File: src/hdl/tccf_pkg.sv
// tccf_pkg: shared types, cost codes, register indexes and merge helpers
// for the terrain cell cost fuser; no dependencies
package tccf_pkg;

  // cost codes of the costmap
  localparam logic [7:0] COST_UNKNOWN   = 8'd255;
  localparam logic [7:0] COST_LETHAL    = 8'd254;
  localparam logic [7:0] COST_INSCRIBED = 8'd253;
  localparam logic [7:0] COST_MAX_FREE  = 8'd252;

  // configuration register indexes
  localparam int unsigned CFG_IDX_W = 3;
  localparam logic [CFG_IDX_W-1:0] CFG_LAYER_ENABLE      = 3'd0;
  localparam logic [CFG_IDX_W-1:0] CFG_LETHAL_LEVEL      = 3'd1;
  localparam logic [CFG_IDX_W-1:0] CFG_INSCRIBED_LEVEL   = 3'd2;
  localparam logic [CFG_IDX_W-1:0] CFG_DROP_LEVEL        = 3'd3;
  localparam logic [CFG_IDX_W-1:0] CFG_CLIMB_PENALTY_MAX = 3'd4;
  localparam logic [CFG_IDX_W-1:0] CFG_UNKNOWN_MODE      = 3'd5;
  localparam logic [CFG_IDX_W-1:0] CFG_DROP_ENABLE       = 3'd6;
  localparam logic [CFG_IDX_W-1:0] CFG_CLIMB_ENABLE      = 3'd7;

  localparam int unsigned CFG_DATA_W = 17;

  // unknown policy modes
  localparam logic [1:0] UNK_KEEP      = 2'd0;
  localparam logic [1:0] UNK_LETHAL    = 2'd1;
  localparam logic [1:0] UNK_INSCRIBED = 2'd2;
  localparam logic [1:0] UNK_NO_INFO   = 2'd3;

  typedef enum logic [1:0] {
    OUT_UNKNOWN = 2'd0,
    OUT_DROP    = 2'd1,
    OUT_TRAV    = 2'd2,
    OUT_BYPASS  = 2'd3
  } outcome_t;

  typedef enum logic [1:0] {
    TRAV_LETHAL    = 2'd0,
    TRAV_INSCRIBED = 2'd1,
    TRAV_FREE      = 2'd2
  } trav_class_t;

  // decision of one cell, carried down the pipeline
  typedef struct packed {
    outcome_t    outcome;
    trav_class_t tclass;
    logic        climb_use;
    logic [7:0]  prev_cost;
  } ctl_t;

  function automatic logic [7:0] merge_cost(input logic [7:0] prev_cost,
                                            input logic [7:0] target);
    logic [7:0] res;
    if (prev_cost == COST_UNKNOWN) begin
      res = target;
    end else if (prev_cost > target) begin
      res = prev_cost;
    end else begin
      res = target;
    end
    return res;
  endfunction

  function automatic logic [7:0] unk_mode_cost(input logic [1:0] mode,
                                               input logic [7:0] prev_cost);
    logic [7:0] res;
    unique case (mode)
      UNK_LETHAL:    res = merge_cost(prev_cost, COST_LETHAL);
      UNK_INSCRIBED: res = merge_cost(prev_cost, COST_INSCRIBED);
      UNK_NO_INFO:   res = COST_UNKNOWN;
      default:       res = prev_cost;
    endcase
    return res;
  endfunction

endpackage

File: src/hdl/terrain_cell_cost_fuser.sv
// terrain_cell_cost_fuser: fuses terrain samples of one costmap cell into its new cost
// depends on tccf_pkg and tccf_scale
// out_valid rises once a request has passed the stage 1, stage 2 and output registers
// throughput: one request per cycle while busy is low, set by the three-stage pipeline with no feedback
// the receiver cannot stall, so busy is registered and falls once reset is released
// reset (rst_n low, synchronous): pipeline emptied, busy high, registers to defaults
module terrain_cell_cost_fuser #(
  parameter int FRAC_BITS = 16
) (
  input  logic                              clk,
  input  logic                              rst_n,
  // request channel
  input  logic                              start,
  output logic                              busy,
  input  logic [7:0]                        in_prev_cost,
  input  logic                              in_fresh_ok,
  input  logic signed [17:0]                in_fresh_value,
  input  logic                              in_drop_ok,
  input  logic signed [17:0]                in_drop_value,
  input  logic                              in_trav_ok,
  input  logic signed [17:0]                in_trav_value,
  input  logic                              in_climb_ok,
  input  logic signed [17:0]                in_climb_value,
  // result channel
  output logic                              out_valid,
  output logic [7:0]                        out_new_cost,
  output logic [1:0]                        out_outcome,
  // configuration write port
  input  logic                              cfg_we,
  input  logic [tccf_pkg::CFG_IDX_W-1:0]    cfg_index,
  input  logic [tccf_pkg::CFG_DATA_W-1:0]   cfg_data
);

  // compare width: holds any sample and 1.0 with a sign bit
  localparam int CW = (FRAC_BITS + 2 > 19) ? FRAC_BITS + 2 : 19;
  // unit width: 0..1.0
  localparam int TW = FRAC_BITS + 1;
  localparam logic signed [CW-1:0] OneQ  = CW'(64'd1 << FRAC_BITS);
  localparam logic signed [CW-1:0] HalfQ = CW'(64'd1 << (FRAC_BITS - 1));

  // ---------------------------------------------------------------
  // configuration registers
  // ---------------------------------------------------------------
  logic        layer_enable_r;
  logic [16:0] lethal_level_r;
  logic [16:0] inscribed_level_r;
  logic [16:0] drop_level_r;
  logic [7:0]  climb_penalty_max_r;
  logic [1:0]  unknown_mode_r;
  logic        drop_enable_r;
  logic        climb_enable_r;

  always_ff @(posedge clk) begin
    if (!rst_n) begin
      layer_enable_r      <= 1'b1;
      lethal_level_r      <= 17'd13107;
      inscribed_level_r   <= 17'd26214;
      drop_level_r        <= 17'd39322;
      climb_penalty_max_r <= 8'd0;
      unknown_mode_r      <= tccf_pkg::UNK_KEEP;
      drop_enable_r       <= 1'b0;
      climb_enable_r      <= 1'b0;
    end else if (cfg_we) begin
      unique case (cfg_index)
        tccf_pkg::CFG_LAYER_ENABLE:      layer_enable_r      <= cfg_data[0];
        tccf_pkg::CFG_LETHAL_LEVEL:      lethal_level_r      <= cfg_data;
        tccf_pkg::CFG_INSCRIBED_LEVEL:   inscribed_level_r   <= cfg_data;
        tccf_pkg::CFG_DROP_LEVEL:        drop_level_r        <= cfg_data;
        tccf_pkg::CFG_CLIMB_PENALTY_MAX: climb_penalty_max_r <= cfg_data[7:0];
        tccf_pkg::CFG_UNKNOWN_MODE:      unknown_mode_r      <= cfg_data[1:0];
        tccf_pkg::CFG_DROP_ENABLE:       drop_enable_r       <= cfg_data[0];
        tccf_pkg::CFG_CLIMB_ENABLE:      climb_enable_r      <= cfg_data[0];
        default: ;
      endcase
    end
  end

  // levels clamped to 1.0, threshold pair put in order, penalty capped
  logic signed [CW-1:0] lv_raw, iv_raw, dv_raw;
  logic signed [CW-1:0] lv_c, iv_c, dv_c;
  logic signed [CW-1:0] lo_lvl, hi_lvl;
  logic [7:0]           pmax;

  always_comb begin
    lv_raw = CW'(lethal_level_r);
    iv_raw = CW'(inscribed_level_r);
    dv_raw = CW'(drop_level_r);
    lv_c   = (lv_raw > OneQ) ? OneQ : lv_raw;
    iv_c   = (iv_raw > OneQ) ? OneQ : iv_raw;
    dv_c   = (dv_raw > OneQ) ? OneQ : dv_raw;
    lo_lvl = (lv_c < iv_c) ? lv_c : iv_c;
    hi_lvl = (lv_c < iv_c) ? iv_c : lv_c;
    pmax   = (climb_penalty_max_r > tccf_pkg::COST_MAX_FREE) ?
             tccf_pkg::COST_MAX_FREE : climb_penalty_max_r;
  end

  // no backpressure: only reset holds requests off
  logic busy_r;

  always_ff @(posedge clk) begin
    if (!rst_n) begin
      busy_r <= 1'b1;
    end else begin
      busy_r <= 1'b0;
    end
  end

  assign busy = busy_r;

  logic accept;
  assign accept = start && !busy_r;

  // ---------------------------------------------------------------
  // stage 1: classify the cell, clamp the unit samples
  // ---------------------------------------------------------------
  logic signed [CW-1:0] fresh_x, drop_x, trav_x, climb_x;
  logic signed [CW-1:0] trav_c, climb_c;
  logic                 drop_hit;
  tccf_pkg::ctl_t       s1_ctl_nxt;
  logic [TW-1:0]        s1_free_nxt;
  logic [TW-1:0]        s1_climb_nxt;

  always_comb begin
    fresh_x = CW'(in_fresh_value);
    drop_x  = CW'(in_drop_value);
    trav_x  = CW'(in_trav_value);
    climb_x = CW'(in_climb_value);

    if (trav_x < 0) begin
      trav_c = '0;
    end else if (trav_x > OneQ) begin
      trav_c = OneQ;
    end else begin
      trav_c = trav_x;
    end

    if (climb_x < 0) begin
      climb_c = '0;
    end else if (climb_x > OneQ) begin
      climb_c = OneQ;
    end else begin
      climb_c = climb_x;
    end

    drop_hit = drop_enable_r && in_drop_ok && (drop_x >= dv_c);

    // decision order: bypass, stale, drop, missing traversability, cost
    if (!layer_enable_r) begin
      s1_ctl_nxt.outcome = tccf_pkg::OUT_BYPASS;
    end else if (!in_fresh_ok || (fresh_x < HalfQ)) begin
      s1_ctl_nxt.outcome = tccf_pkg::OUT_UNKNOWN;
    end else if (drop_hit) begin
      s1_ctl_nxt.outcome = tccf_pkg::OUT_DROP;
    end else if (!in_trav_ok) begin
      s1_ctl_nxt.outcome = tccf_pkg::OUT_UNKNOWN;
    end else begin
      s1_ctl_nxt.outcome = tccf_pkg::OUT_TRAV;
    end

    if (trav_c <= lo_lvl) begin
      s1_ctl_nxt.tclass = tccf_pkg::TRAV_LETHAL;
    end else if (trav_c <= hi_lvl) begin
      s1_ctl_nxt.tclass = tccf_pkg::TRAV_INSCRIBED;
    end else begin
      s1_ctl_nxt.tclass = tccf_pkg::TRAV_FREE;
    end

    s1_ctl_nxt.climb_use = climb_enable_r && in_climb_ok;
    s1_ctl_nxt.prev_cost = in_prev_cost;

    s1_free_nxt  = TW'(OneQ - trav_c);
    s1_climb_nxt = TW'(climb_c);
  end

  logic           s1_valid_r;
  tccf_pkg::ctl_t s1_ctl_r;
  logic [TW-1:0]  s1_free_r;
  logic [TW-1:0]  s1_climb_r;

  always_ff @(posedge clk) begin
    if (!rst_n) begin
      s1_valid_r <= 1'b0;
    end else begin
      s1_valid_r <= accept;
    end
  end

  always_ff @(posedge clk) begin
    s1_ctl_r   <= s1_ctl_nxt;
    s1_free_r  <= s1_free_nxt;
    s1_climb_r <= s1_climb_nxt;
  end

  // ---------------------------------------------------------------
  // stage 2: scale (1-t) to cost units and climbability to penalty
  // ---------------------------------------------------------------
  logic [7:0]     free_cost_r;
  logic [7:0]     penalty_r;
  logic           s2_valid_r;
  tccf_pkg::ctl_t s2_ctl_r;

  tccf_scale #(.FRAC_BITS(FRAC_BITS)) u_free_scale (
    .clk    (clk),
    .num    (s1_free_r),
    .factor (tccf_pkg::COST_MAX_FREE),
    .res_r  (free_cost_r)
  );

  tccf_scale #(.FRAC_BITS(FRAC_BITS)) u_climb_scale (
    .clk    (clk),
    .num    (s1_climb_r),
    .factor (pmax),
    .res_r  (penalty_r)
  );

  always_ff @(posedge clk) begin
    if (!rst_n) begin
      s2_valid_r <= 1'b0;
    end else begin
      s2_valid_r <= s1_valid_r;
    end
  end

  always_ff @(posedge clk) begin
    s2_ctl_r <= s1_ctl_r;
  end

  // ---------------------------------------------------------------
  // stage 3: target cost, climb penalty, merge with the old cost
  // ---------------------------------------------------------------
  logic [7:0] target;
  logic [8:0] pen_sum;
  logic [7:0] cost_nxt;

  always_comb begin
    case (s2_ctl_r.tclass)
      tccf_pkg::TRAV_LETHAL:    target = tccf_pkg::COST_LETHAL;
      tccf_pkg::TRAV_INSCRIBED: target = tccf_pkg::COST_INSCRIBED;
      default: begin
        target = (free_cost_r > tccf_pkg::COST_MAX_FREE) ?
                 tccf_pkg::COST_MAX_FREE : free_cost_r;
      end
    endcase

    pen_sum = 9'(target) + 9'(penalty_r);
    // penalty only on free cells, saturating at the highest free cost
    if (s2_ctl_r.climb_use && (target < tccf_pkg::COST_INSCRIBED)) begin
      target = (pen_sum > 9'(tccf_pkg::COST_MAX_FREE)) ?
               tccf_pkg::COST_MAX_FREE : pen_sum[7:0];
    end

    case (s2_ctl_r.outcome)
      tccf_pkg::OUT_BYPASS: cost_nxt = s2_ctl_r.prev_cost;
      tccf_pkg::OUT_UNKNOWN: begin
        cost_nxt = tccf_pkg::unk_mode_cost(unknown_mode_r, s2_ctl_r.prev_cost);
      end
      tccf_pkg::OUT_DROP: begin
        cost_nxt = tccf_pkg::merge_cost(s2_ctl_r.prev_cost, tccf_pkg::COST_LETHAL);
      end
      default: cost_nxt = tccf_pkg::merge_cost(s2_ctl_r.prev_cost, target);
    endcase
  end

  logic               out_valid_r;
  logic [7:0]         out_new_cost_r;
  tccf_pkg::outcome_t out_outcome_r;

  always_ff @(posedge clk) begin
    if (!rst_n) begin
      out_valid_r <= 1'b0;
    end else begin
      out_valid_r <= s2_valid_r;
    end
  end

  always_ff @(posedge clk) begin
    out_new_cost_r <= cost_nxt;
    out_outcome_r  <= s2_ctl_r.outcome;
  end

  assign out_valid    = out_valid_r;
  assign out_new_cost = out_new_cost_r;
  assign out_outcome  = out_outcome_r;

`ifndef SYNTHESIS
  // every request in stage 1 reaches stage 2 on the next edge
  a_s1_to_s2: assert property (@(posedge clk) disable iff (!rst_n)
    s1_valid_r |=> s2_valid_r)
    else $error("request lost between stage 1 and stage 2");

  // rounded free cost never passes the highest free cost
  a_free_range: assert property (@(posedge clk) disable iff (!rst_n)
    s2_valid_r |-> (free_cost_r <= tccf_pkg::COST_MAX_FREE))
    else $error("free cost out of range");

  // a drop hit always gives lethal or higher
  a_drop_lethal: assert property (@(posedge clk) disable iff (!rst_n)
    (out_valid_r && (out_outcome_r == tccf_pkg::OUT_DROP)) |->
    (out_new_cost_r >= tccf_pkg::COST_LETHAL))
    else $error("drop outcome below lethal");

  // a traversability cost never leaves the cell unknown
  a_trav_known: assert property (@(posedge clk) disable iff (!rst_n)
    (out_valid_r && (out_outcome_r == tccf_pkg::OUT_TRAV)) |->
    (out_new_cost_r != tccf_pkg::COST_UNKNOWN))
    else $error("traversability outcome gave unknown cost");
`endif

endmodule

File: src/hdl/tccf_scale.sv
// tccf_scale: registered round-half-up of num * factor / 2^FRAC_BITS
// num lies in 0..1.0; uses no package
module tccf_scale #(
  parameter int FRAC_BITS = 16
) (
  input  logic                 clk,
  input  logic [FRAC_BITS:0]   num,
  input  logic [7:0]           factor,
  output logic [7:0]           res_r
);

  localparam int PW = FRAC_BITS + 10;

  logic [PW-1:0] prod;
  logic [PW-1:0] rounded;
  logic [7:0]    res_nxt;

  assign prod    = PW'(num) * PW'(factor);
  assign rounded = prod + (PW'(1) << (FRAC_BITS - 1));
  assign res_nxt = rounded[FRAC_BITS+7:FRAC_BITS];

  always_ff @(posedge clk) begin
    res_r <= res_nxt;
  end

endmodule

File: config.mk
export PLATFORM = sky130hd
export DESIGN_NAME = terrain_cell_cost_fuser
export DESIGN_NICKNAME = d
export VERILOG_FILES = /design/src/hdl/tccf_pkg.sv /design/src/hdl/terrain_cell_cost_fuser.sv /design/src/hdl/tccf_scale.sv
export SDC_FILE = /design/constraint.sdc
export NUM_CORES = 1
export LEC_CHECK = 0
export ABC_AREA = 1
export ABC_CLOCK_PERIOD_IN_PS = 7700
export BUFFER_PORTS_ARGS = -buffer_cell sky130_fd_sc_hd__clkbuf_2
export CAP_MARGIN = 20
export CORE_ASPECT_RATIO = 1.75
export CORE_MARGIN = 2
export CORE_UTILIZATION = 65
export DETAILED_ROUTE_END_ITERATION = 10
export PLACE_DENSITY = 0.92
export SYNTH_ARGS = -nofsm -noshare
export SYNTH_HDL_FRONTEND = slang
export SYNTH_SLANG_ARGS = --single-unit
export TNS_END_PERCENT = 100
File: constraint.sdc
create_clock -name clk -period 7.7 [get_ports clk]
set_clock_uncertainty 0.2 [all_clocks]
set_input_delay 0.385 -clock clk [delete_from_list [all_inputs] [get_ports clk]]
set_output_delay 0.385 -clock clk [all_outputs]
set_load 0.05 [all_outputs]
# --- Yosys cells after proc, flatten, opt, wreduce, memory -nomap -nowiden ---
# Cells that the tools add are included.
word_totals:
  ff_bits: 154
  wordCells: 112
  in_bits: 108
  out_inout_bits: 12
op_classes:
  addsub: 4
  mul: 2
  magnitude_cmp: 19
  n_mux: 26
  reduce_logical: 20
  eq_ne: 14
ops:
  columns: ["operator", "n"]
  rows:
  - ["2-to-1 mux 17 bit", 6]
  - ["2-to-1 mux 8 bit", 10]
  - ["> comparator 17 bit (second input constant)", 3]
  - ["adder 24 x 16 -> 24 bit (second input constant)", 2]
  - ["one-hot mux 8 bit (3 select lines)", 2]
  - ["<= comparator 19 x 18 -> 1 bit", 2]
  - ["2-to-1 mux 19 bit", 2]
  - ["> comparator 18 bit (second input constant)", 2]
  - ["less-than comparator 18 x 1 -> 1 bit (second input constant)", 2]
  - ["> comparator 8 bit (second input constant)", 4]
  - ["multiplier 17 x 8 -> 24 bit", 1]
  - ["multiplier 17 x 6 -> 22 bit (second input constant)", 1]
  - ["greater-or-equal comparator 18 bit", 1]
  - ["less-than comparator 18 x 17 -> 1 bit (second input constant)", 1]
  - ["less-than comparator 17 bit", 1]
  - ["subtractor 17 bit (first input constant)", 1]
  - ["one-hot mux 8 bit (2 select lines)", 1]
  - ["AND reduction 2 bit", 8]
  - ["== test 3 bit (second input constant)", 4]
  - ["adder 8 x 8 -> 9 bit", 1]
  - ["> comparator 9 x 8 -> 1 bit (second input constant)", 1]
  - ["== test 8 bit (second input constant)", 1]
  - ["> comparator 8 bit", 1]
  - ["less-than comparator 8 bit (second input constant)", 1]
  - ["12 further kinds", 26]

# --- Depth between registers and ports, before layout ---
# Gate-level depths: netlist of run 1.
logic_depth:
  depth_word: 11
  mapped_depth: 27
  depth_no_buf: 26

# --- Hierarchy ---
# A second synthesis of run 1 with hierarchy kept.
hier_totals:
  hier_cells: 2632
  hier_area_um2: 18034.8
modules_own_cells:
  columns: ["module", "area_per_inst_um2", "n_inst", "seq_area_each_um2", "cells_per_inst"]
  rows:
  - ["terrain_cell_cost_fuser", 8301.7, 1, 2762.6, 1191]
  - ["tccf_scale at u_climb_scale", 4867.2, 1, 160.2, 720]
  - ["tccf_scale at u_free_scale", 4865.9, 1, 160.2, 721]

# --- Worst setup path after synthesis of run 1 ---
# No wires, ideal clock.
synth_path:
  kind: "register to register"
  start: "register climb_penalty_max_r[5]"
  end: "register u_climb_scale.res_r[4]"
  path_buffers: 2
  arrival_time_ns: 4.323
  path_stages_with_launch: 23
  t_required_ns: 7.379
  path_slack_ns: 3.056
  period_less_slack_ns: 4.644
  setup_time_ns: 0.121
  cell_sequence: "dfxtp_1 clkbuf_1 nand2_1 nor2_1 o2111ai_1 nand2_1 clkbuf_1 nor2_1 ha_1 inv_1 fa_1 fa_1 fa_1 inv_1 ha_1 a21o_1 a21oi_1 inv_1 a21oi_1 nand2_1 nand3_1 nand2_1 xor2_1"
synth_via:
  elab_chain_cells: 4
synth_lines:
  columns: ["item", "line_no", "rtl"]
  rows:
  - ["start: declaration", "terrain_cell_cost_fuser.sv:48", "logic [7:0] climb_penalty_max_r;"]
  - ["start signal: assignment", "terrain_cell_cost_fuser.sv:69", "tccf_pkg::CFG_CLIMB_PENALTY_MAX: climb_penalty_max_r <= cfg_data[7:0];"]
  - ["> comparator 8 bit", "terrain_cell_cost_fuser.sv:93", "pmax = (climb_penalty_max_r > tccf_pkg::COST_MAX_FREE) ?"]
  - ["2-to-1 mux 8 bit *", "terrain_cell_cost_fuser.sv:93", null]
  - ["multiplier 17 x 8 -> 24 bit *", "tccf_scale.sv:18", "assign prod = PW'(num) * PW'(factor);"]
  - ["adder 24 x 16 -> 24 bit *", "tccf_scale.sv:19", "assign rounded = prod + (PW'(1) << (FRAC_BITS - 1));"]
  - ["net u_climb_scale.rounded[20]", "tccf_scale.sv:15", "logic [PW-1:0] rounded;"]
  - ["end signal: assignment", "tccf_scale.sv:23", "res_r <= res_nxt;"]
  - ["end: declaration", "tccf_scale.sv:9", "output logic [7:0] res_r"]
# Mark *: on every way through the listed nets, which the timed path passes. The rest lies on a longest branch.
# A chain may end at the register's enable or synchronous reset.

# --- Worst setup path in the final report of run 1 ---
layout_path:
  start: "register climb_penalty_max_r[4]"
  end: "register u_climb_scale.res_r[4]"
# The elaborated chain is that of the path after synthesis.

==> results of run 1 <==
[state kept, by name, indices dropped and copies added (netlist names), 8 cells and up]
name                 cells
s1_free_r               17
s2_ctl_r                13
s1_climb_r              17
out_new_cost             8
u_free_scale.res_r       8
lethal_level_r          17
s1_ctl_r                13
inscribed_level_r       17
u_climb_scale.res_r      8
climb_penalty_max_r      8
drop_level_r            17
[worst min-delay path by stage]
stage	to	cells after the start
floorplan	s2_ctl_r[0]$_DFF_P_	0
global placement	s2_ctl_r[12]$_DFF_P_	0
detailed placement	s2_ctl_r[10]$_DFF_P_	0
CTS	inscribed_level_r[9]$_SDFFE_PN1P_	3
global route	lethal_level_r[9]$_SDFFE_PN1P_	3
finish	inscribed_level_r[10]$_SDFFE_PN1P_	3
[power by group through the flow]
| stage | combinational [mW] | clock [mW] | sequential, mW |
|---|---|---|---|
| after CTS | 2.73 | 0.817 | 0.950 |
| after detailed placement | 2.70 | 0 | 0.967 |
| after global routing | 3.15 | 0.855 | 0.959 |
| after global placement | 2.60 | 0 | 0.964 |
| final | 2.75 | 0.816 | 0.951 |
| after floorplan | 2.10 | 0 | 0.970 |
[synth_stat cells, types with 7 or more instances]
library cell  instances
a21oi_1              93
buf_1                 7
buf_2                10
clkbuf_1             23
dfxtp_1             154
fa_1                134
ha_1                166
inv_1               411
nand2_1             552
nand3_1             113
nand3b_1              8
nand4_1              32
nor2_1              211
nor3_1               18
nor4_1               12
o211ai_1             11
o21ai_0              78
xnor2_1               9
xor2_1               17
[timing repair]
item,CTS,global route
hold buffers,33,0
endpoints found under the hold margin,32,0
resized for setup,0,0
[per-layer routing]
metal | track usage, % | share of wire (%) | routed length (um) | vias up
met5 | 0 | 0 | 0 | -
met4 | 20.1 | 5.5 | 2180 | 0
met3 | 5.43 | 6.1 | 2390 | 209
met2 | 63.3 | 53 | 20900 | 694
met1 | 33.1 | 35 | 13900 | 6590
li1 | - | - | - | 6888
[cells in the final DEF (no fill, tap or decap), types with 3 or more instances in the layout]
cell and count:
nand2_1 552, inv_1 411, nor2_1 211, ha_1 166, dfxtp_1 154, fa_1 134
nand3_1 113, clkbuf_2 104, a21oi_1 93, o21ai_0 78, dlygate4sd3_1 33, nand4_1 32
nor3_1 18, xor2_1 17, clkbuf_16 17, nor4_1 12, o211ai_1 11, xnor2_1 9
nand3b_1 8, a211oi_1 5, o21bai_1 5, o21a_1 5, a21o_1 5, o22ai_1 5
nor2_2 5, o2111ai_1 4, clkinv_1 4, inv_6 4, nand2_2 3, or2_2 3
o31ai_1 3, inv_8 3, clkinvlp_4 3
[worst max-delay path, stage by stage, from the launching register on]
cell and delay [ns]:
dfxtp_1 0.86, nand2_1 0.18, nor2_1 0.19, o2111ai_1 0.17
nand2_1 0.56, inv_1 0.13, nand2_1 0.12, fa_1 0.45
fa_1 0.52, inv_1 0.05, fa_1 0.47, inv_1 0.05
fa_1 0.53, inv_1 0.04, ha_1 0.31, a21oi_1 0.19
o21ai_0 0.13, a21oi_1 0.13, nand2_1 0.12, nand3_1 0.08
nand2_1 0.07, xor2_1 0.14
[final cells by class]
| class | instances | area, um^2 |
|---|---|---|
| Clock buffer | 17 | 425 |
| Clock inverter | 15 | 135 |
| Fill cell | 1633 | 6050 |
| Inverter | 415 | 1560 |
| Multi-Input combinational cell | 1513 | 10200 |
| Sequential cell | 154 | 3080 |
| Tap cell | 300 | 375 |
| Timing Repair Buffer | 139 | 886 |
[cells by family (layout without fill, tap and decap cells)]
| logic type | Yosys count | count (layout) | share of synthesized area, % |
|---|---|---|---|
| flip-flops | 154 | 154 | 20.4 |
| buffers and inverters | 460 | 586 | 11.7 |
| AO/OA/AOI/OAI | 223 | 223 | 8.34 |
| AND/OR/NAND/NOR | 964 | 964 | 26.5 |
| adder cells (fa/ha/maj) | 300 | 300 | 31.6 |
| XOR/XNOR | 26 | 26 | 1.51 |
[stage by stage]
step	hold WS, ns	instances	area (um^2)	power [mW]	util, %
finish	0.0208	2553	16700	4.51	73.4
global route	0.0360	2553	16700	4.97	73.4
CTS	0.00567	2552	16700	4.50	73.3
detailed placement	0.112	2487	15800	3.67	69.4
global placement	0.112	2487	15800	3.56	69.4
floorplan	0.110	2127	15100	3.07	-
==> impl_metrics.csv, run 1 <==
group,metric,value,unit
run_status,status,"finished, final reports clean",
setup_path,worst-r2r-cell-count,21,
power,sequentialPowerShare,21.1,%
grt,largest_net_degree_at_the_start_of_global_routing,67,
cts,worst_skew_pair.late_latency,0.45,ns
timing,setup-violations-final,0,
power,p_int,2.34,mW
grt,grt.total_usage,33.2,%
floorplan,core_region_area,0.0227,mm^2
floorplan,dieWidth,119,um
finish,nets,2648,
timing,worst-slew-pin-transition,0.875,ns
synth,ys_seq_elements,154,
cts,cts_made_buffers,17,
synth,yosysTopAreaCell,"dfxtp_1",
power,power_density,270,mW/mm^2
floorplan,die_height,206,um
setup_path,startpoint_type,"flip-flop",
grt,grt-ovfl-total,0,
power,clockPowerShare,18.1,%
setup_path,crit_reg_reg_startpoint,"climb_penalty_max_r[4]$_SDFFE_PN0P_",
setup_path,rrSetupSlack,1.88,ns
drt,detail_route.iter0.violations,922,
setup_path,worstReg2RegEnd,"u_climb_scale.res_r[4]$_DFF_P_",
cts,clkTransAtPathRegs,0.07,ns
grt,first_global_vias,14816,
timing,rsz0062_at_grt,"false",
setup_path,endpoint,"u_climb_scale.res_r[4]$_DFF_P_",
timing,final.setup.worst_slack,1.88,ns
place,dpl.hpwl,30200,um
finish,area.growth.synth_to_final,10.7,%
timing,final_hold_viol_count,0,
cts,htree_num_levels,4,
setup_path,critPathArrivalTime,5.95,ns
power,switchingPower,2.18,mW
synth,ys.flop_type,"dfxtp_1",
drt,detail-route-antenna-nets,0,
timing,post_route_minimum_period,5.82,ns
grt,grt_first_pass_wirelength,65700,um
synth,synth.yosys.warnings,0,
hold_path,min-delay-path-class,"in -> reg",
synth,synth_nets,2535,
drt,avgRoutedWirePerCell,15.4,um
drt,drt_pass1_iterations,6,
cts,clock_tree_from_tritoncts,"built",
power,ir_drop,0.280,mV
synth,synth_area_per_cell,7.09,um^2
setup_path,cp.required,7.83,ns
drt,avgViaCountPerCell,5.63,
setup_path,critical_path.startpoint,"climb_penalty_max_r[4]$_SDFFE_PN0P_",
synth,synth_area,0.0151,mm^2
cts,cts_sinks,154,
place,dp_worst_setup_slack,2.08,ns
cts,cts_buffer_depth,2,
place,port_buffers,104,
drt,drt_drc_violations_left,0,
floorplan,design.die.area,0.0245,mm^2
timing,slew_violations,0,
power,combinational_share_of_power,60.8,%
hold_path,timing.hold.worst.start,"cfg_data[10]",
setup_path,path_class,"reg -> reg",
synth,yosysTopAreaCellShare,20.4,%
timing,max_slew_margin,41.2,%
cts,clockRootBuffer,"clkbuf_16",
power,switching_share,48.3,%
setup_path,worst-path-max-fanout,19,
drt,vias,14381,
drt,drt-total-wl,39400,um
place,weighted_congestion_reported_at_the_end_of_routability_driven_placement,0.936,
synth,synth_top_cells_by_area,"dfxtp_1, fa_1, ha_1, nand2_1, inv_1",
grt,antenna_found_initial,1,
finish,share_of_final_layout_standard_cells_stronger_than_drive_strength_1,6.92,%
finish,diodes,0,
timing,maxClockFrequency,172,MHz
cts,cts.repair_timing.setup_buffer_count,0,
synth,async_set_or_reset_flop_fraction_in_the_synthesized_netlist,0,%
setup_path,critical_path.endpoint_type,"flip-flop",
floorplan,io_pins,120,
power,p_leak,9.22,nW
flow_run,max_cap_violations,0,
synth,synth-edff-count,0,
floorplan,floorplan.initialDensity,66.3,%
synth,ys_types,47,
timing,final.period_utilization,75.6,%
synth,netlist_instances,2127,
timing,setup_tns,0,ns
synth,synth_seq_area_share,20.4,%
floorplan,rows,73,
Power figures use the tool's default switching activity.
==> run 2: changes to the inputs <==
ABC_CLOCK_PERIOD_IN_PS = 5250   (was 7700)
CORE_UTILIZATION = 56   (was 65)
PLACE_DENSITY = 0.85   (was 0.92)
clock period = 5.25 ns   (was 7.7 ns; I/O delays follow)
==> impl_metrics.csv, run 2 (synthesis results as in run 1) <==
group,metric,value,unit
run_status,status,"finished, violations left",
run_status,failed_checks,"hold timing",
setup_path,crit_reg_reg_startpoint,"inscribed_level_r[12]$_SDFFE_PN0P_",
cts,worst_skew_pair.late_latency,0.45,ns
flow_run,max_cap_violations,0,
setup_path,worst_path_most_repeated_cell,"nand2_1",
drt,detail-route-antenna-nets,0,
hold_path,min-delay-path-class,"in -> reg",
floorplan,core_region_area,0.0266,mm^2
timing,final.period_utilization,91.6,%
setup_path,crit_path_top_delay_cell,"a211oi_1",
drt,detail_route.iter0.violations,842,
finish,area.growth.synth_to_final,12.8,%
floorplan,design.die.area,0.0283,mm^2
floorplan,floorplan.initialDensity,56.7,%
drt,avgViaCountPerCell,5.39,
finish,layout.cells.most_common,"nand2_1",
finish,diodes,0,
floorplan,rows,79,
finish,mostFrequentLayoutCells,"nand2_1, inv_1, nor2_1, ha_1, dfxtp_1",
place,placedInstanceArea,0.0159,mm^2
power,power_density,391,mW/mm^2
timing,final_hold_viol_count,2,
setup_path,path_class,"reg -> reg",
hold_path,timing.hold.worst.start,"rst_n",
drt,avgRoutedWirePerCell,14.4,um
power,total_power,6.65,mW
setup_path,critical_path.cell_chain,"nor4_1, nand3b_1, nand2_1, nand2_1, ha_1, nand4_1, nor3_2, nand3_4, nand2_4, nand2_1, nand2_1, ha_1, a21oi_1, nor2_1, a211oi_1, o2111ai_1, nand2_1, nor2_1",
timing,post_route_minimum_period,4.81,ns
timing,whs,-0.0285,ns
drt,drt_pass1_iterations,6,
cts,clock_tree_from_tritoncts,"built",
place,dpl.hpwl,29700,um
timing,maxClockFrequency,208,MHz
setup_path,critPathArrivalTime,4.94,ns
floorplan,dieWidth,128,um
cts,clkTransAtPathRegs,0.08,ns
grt,largest_net_degree_at_the_start_of_global_routing,67,
setup_path,startpoint_type,"flip-flop",
timing,setup_tns,0,ns
drt,drt-total-wl,37500,um
cts,postCtsResizedCells,0,
cts,cts.repair_timing.setup_buffer_count,0,
place,weighted_congestion_reported_at_the_end_of_routability_driven_placement,0.963,
drt,vias,14023,
timing,max_slew_margin,41.1,%
drt,drt_drc_violations_left,0,
finish,nets,2675,
setup_path,critical_path.max_stage_delay,0.44,ns
setup_path,critical-path-top-delay-family,"simple AND/OR/NAND/NOR gates",
grt,grt-ovfl-total,0,
cts,cts_buffer_depth,2,
grt,antenna_found_initial,0,
floorplan,io_pins,120,
setup_path,cp.required,5.39,ns
finish,design_area,0.0170,mm^2
cts,cts_sinks,154,
cts,cts_made_buffers,17,
place,port_buffers,104,
setup_path,critical_path.endpoint_type,"flip-flop",
timing,worst-slew-pin-transition,0.877,ns
finish,fill_cells,2200,
cts,holdBufCountCts,53,
timing,slew_violations,0,
cts,htree_num_levels,4,
power,ir_drop,0.417,mV
setup_path,worst-path-max-fanout,35,
timing,setup-violations-final,0,
floorplan,die_height,221,um
setup_path,timing.critical_path.buf_inv,0,
power,p_leak,9.35,nW
setup_path,critical_path.startpoint,"inscribed_level_r[12]$_SDFFE_PN0P_",
finish,share_of_final_layout_standard_cells_stronger_than_drive_strength_1,7.11,%
cts,clockRootBuffer,"clkbuf_16",
grt,first_global_vias,14414,
grt,grt.total_usage,27.5,%
grt,grt_first_pass_wirelength,63700,um
timing,rsz0062_at_grt,"false",
==> run 2: cell type report <==
cell class                 instances  area [um^2]  share of cell area [%]
inverter                         415         1560                    9.16
clock inverter                    13          150                   0.883
tap                              324          405                    2.38
clock buffer                      19          443                    2.60
timing repair buffer             166         1130                    6.65
sequential                       154         3080                    18.1
multi-input combinational       1513        10200                    60.2
==> run 2: final timing paths <==
path / to / slack [ns] / cells past startpoint
worst min register to register: s2_ctl_r[8]$_DFF_P_ / 0.13 / 0
worst max-delay path: s1_ctl_r[10]$_SDFF_PP0_ / 0.44 / 18
worst min-delay path: layer_enable_r$_SDFFE_PN1P_ / -0.03 / 2
worst max register to register: s1_ctl_r[10]$_SDFF_PP0_ / 0.44 / 18
==> run 2: power breakdown <==
group	switching [mW]	total, mW	leakage (nW)	internal [mW]
clock	0.560	1.25	0.286	0.687
sequential	0.0830	1.39	1.27	1.30
combinational	2.51	4.02	7.79	1.51
==> run 2: through the flow <==
| step | setup slack, ns | std cells | util [%] |
|---|---|---|---|
| floorplan | 0.606 | 2127 | - |
| global placement | 0.620 | 2518 | 59.7 |
| detailed placement | 0.554 | 2518 | 59.7 |
| CTS | 0.527 | 2603 | 63.9 |
| global route | 0.0777 | 2604 | 64.0 |
| finish | 0.443 | 2604 | 64.0 |
==> run 2: per-layer routing <==
metal	vias up	global-route usage (%)	share of wire (%)
li1	6930	-	-
met1	6480	29.0	37
met2	481	51.9	54
met3	132	3.82	4.3
met4	0	14.4	4.7
met5	-	0	0
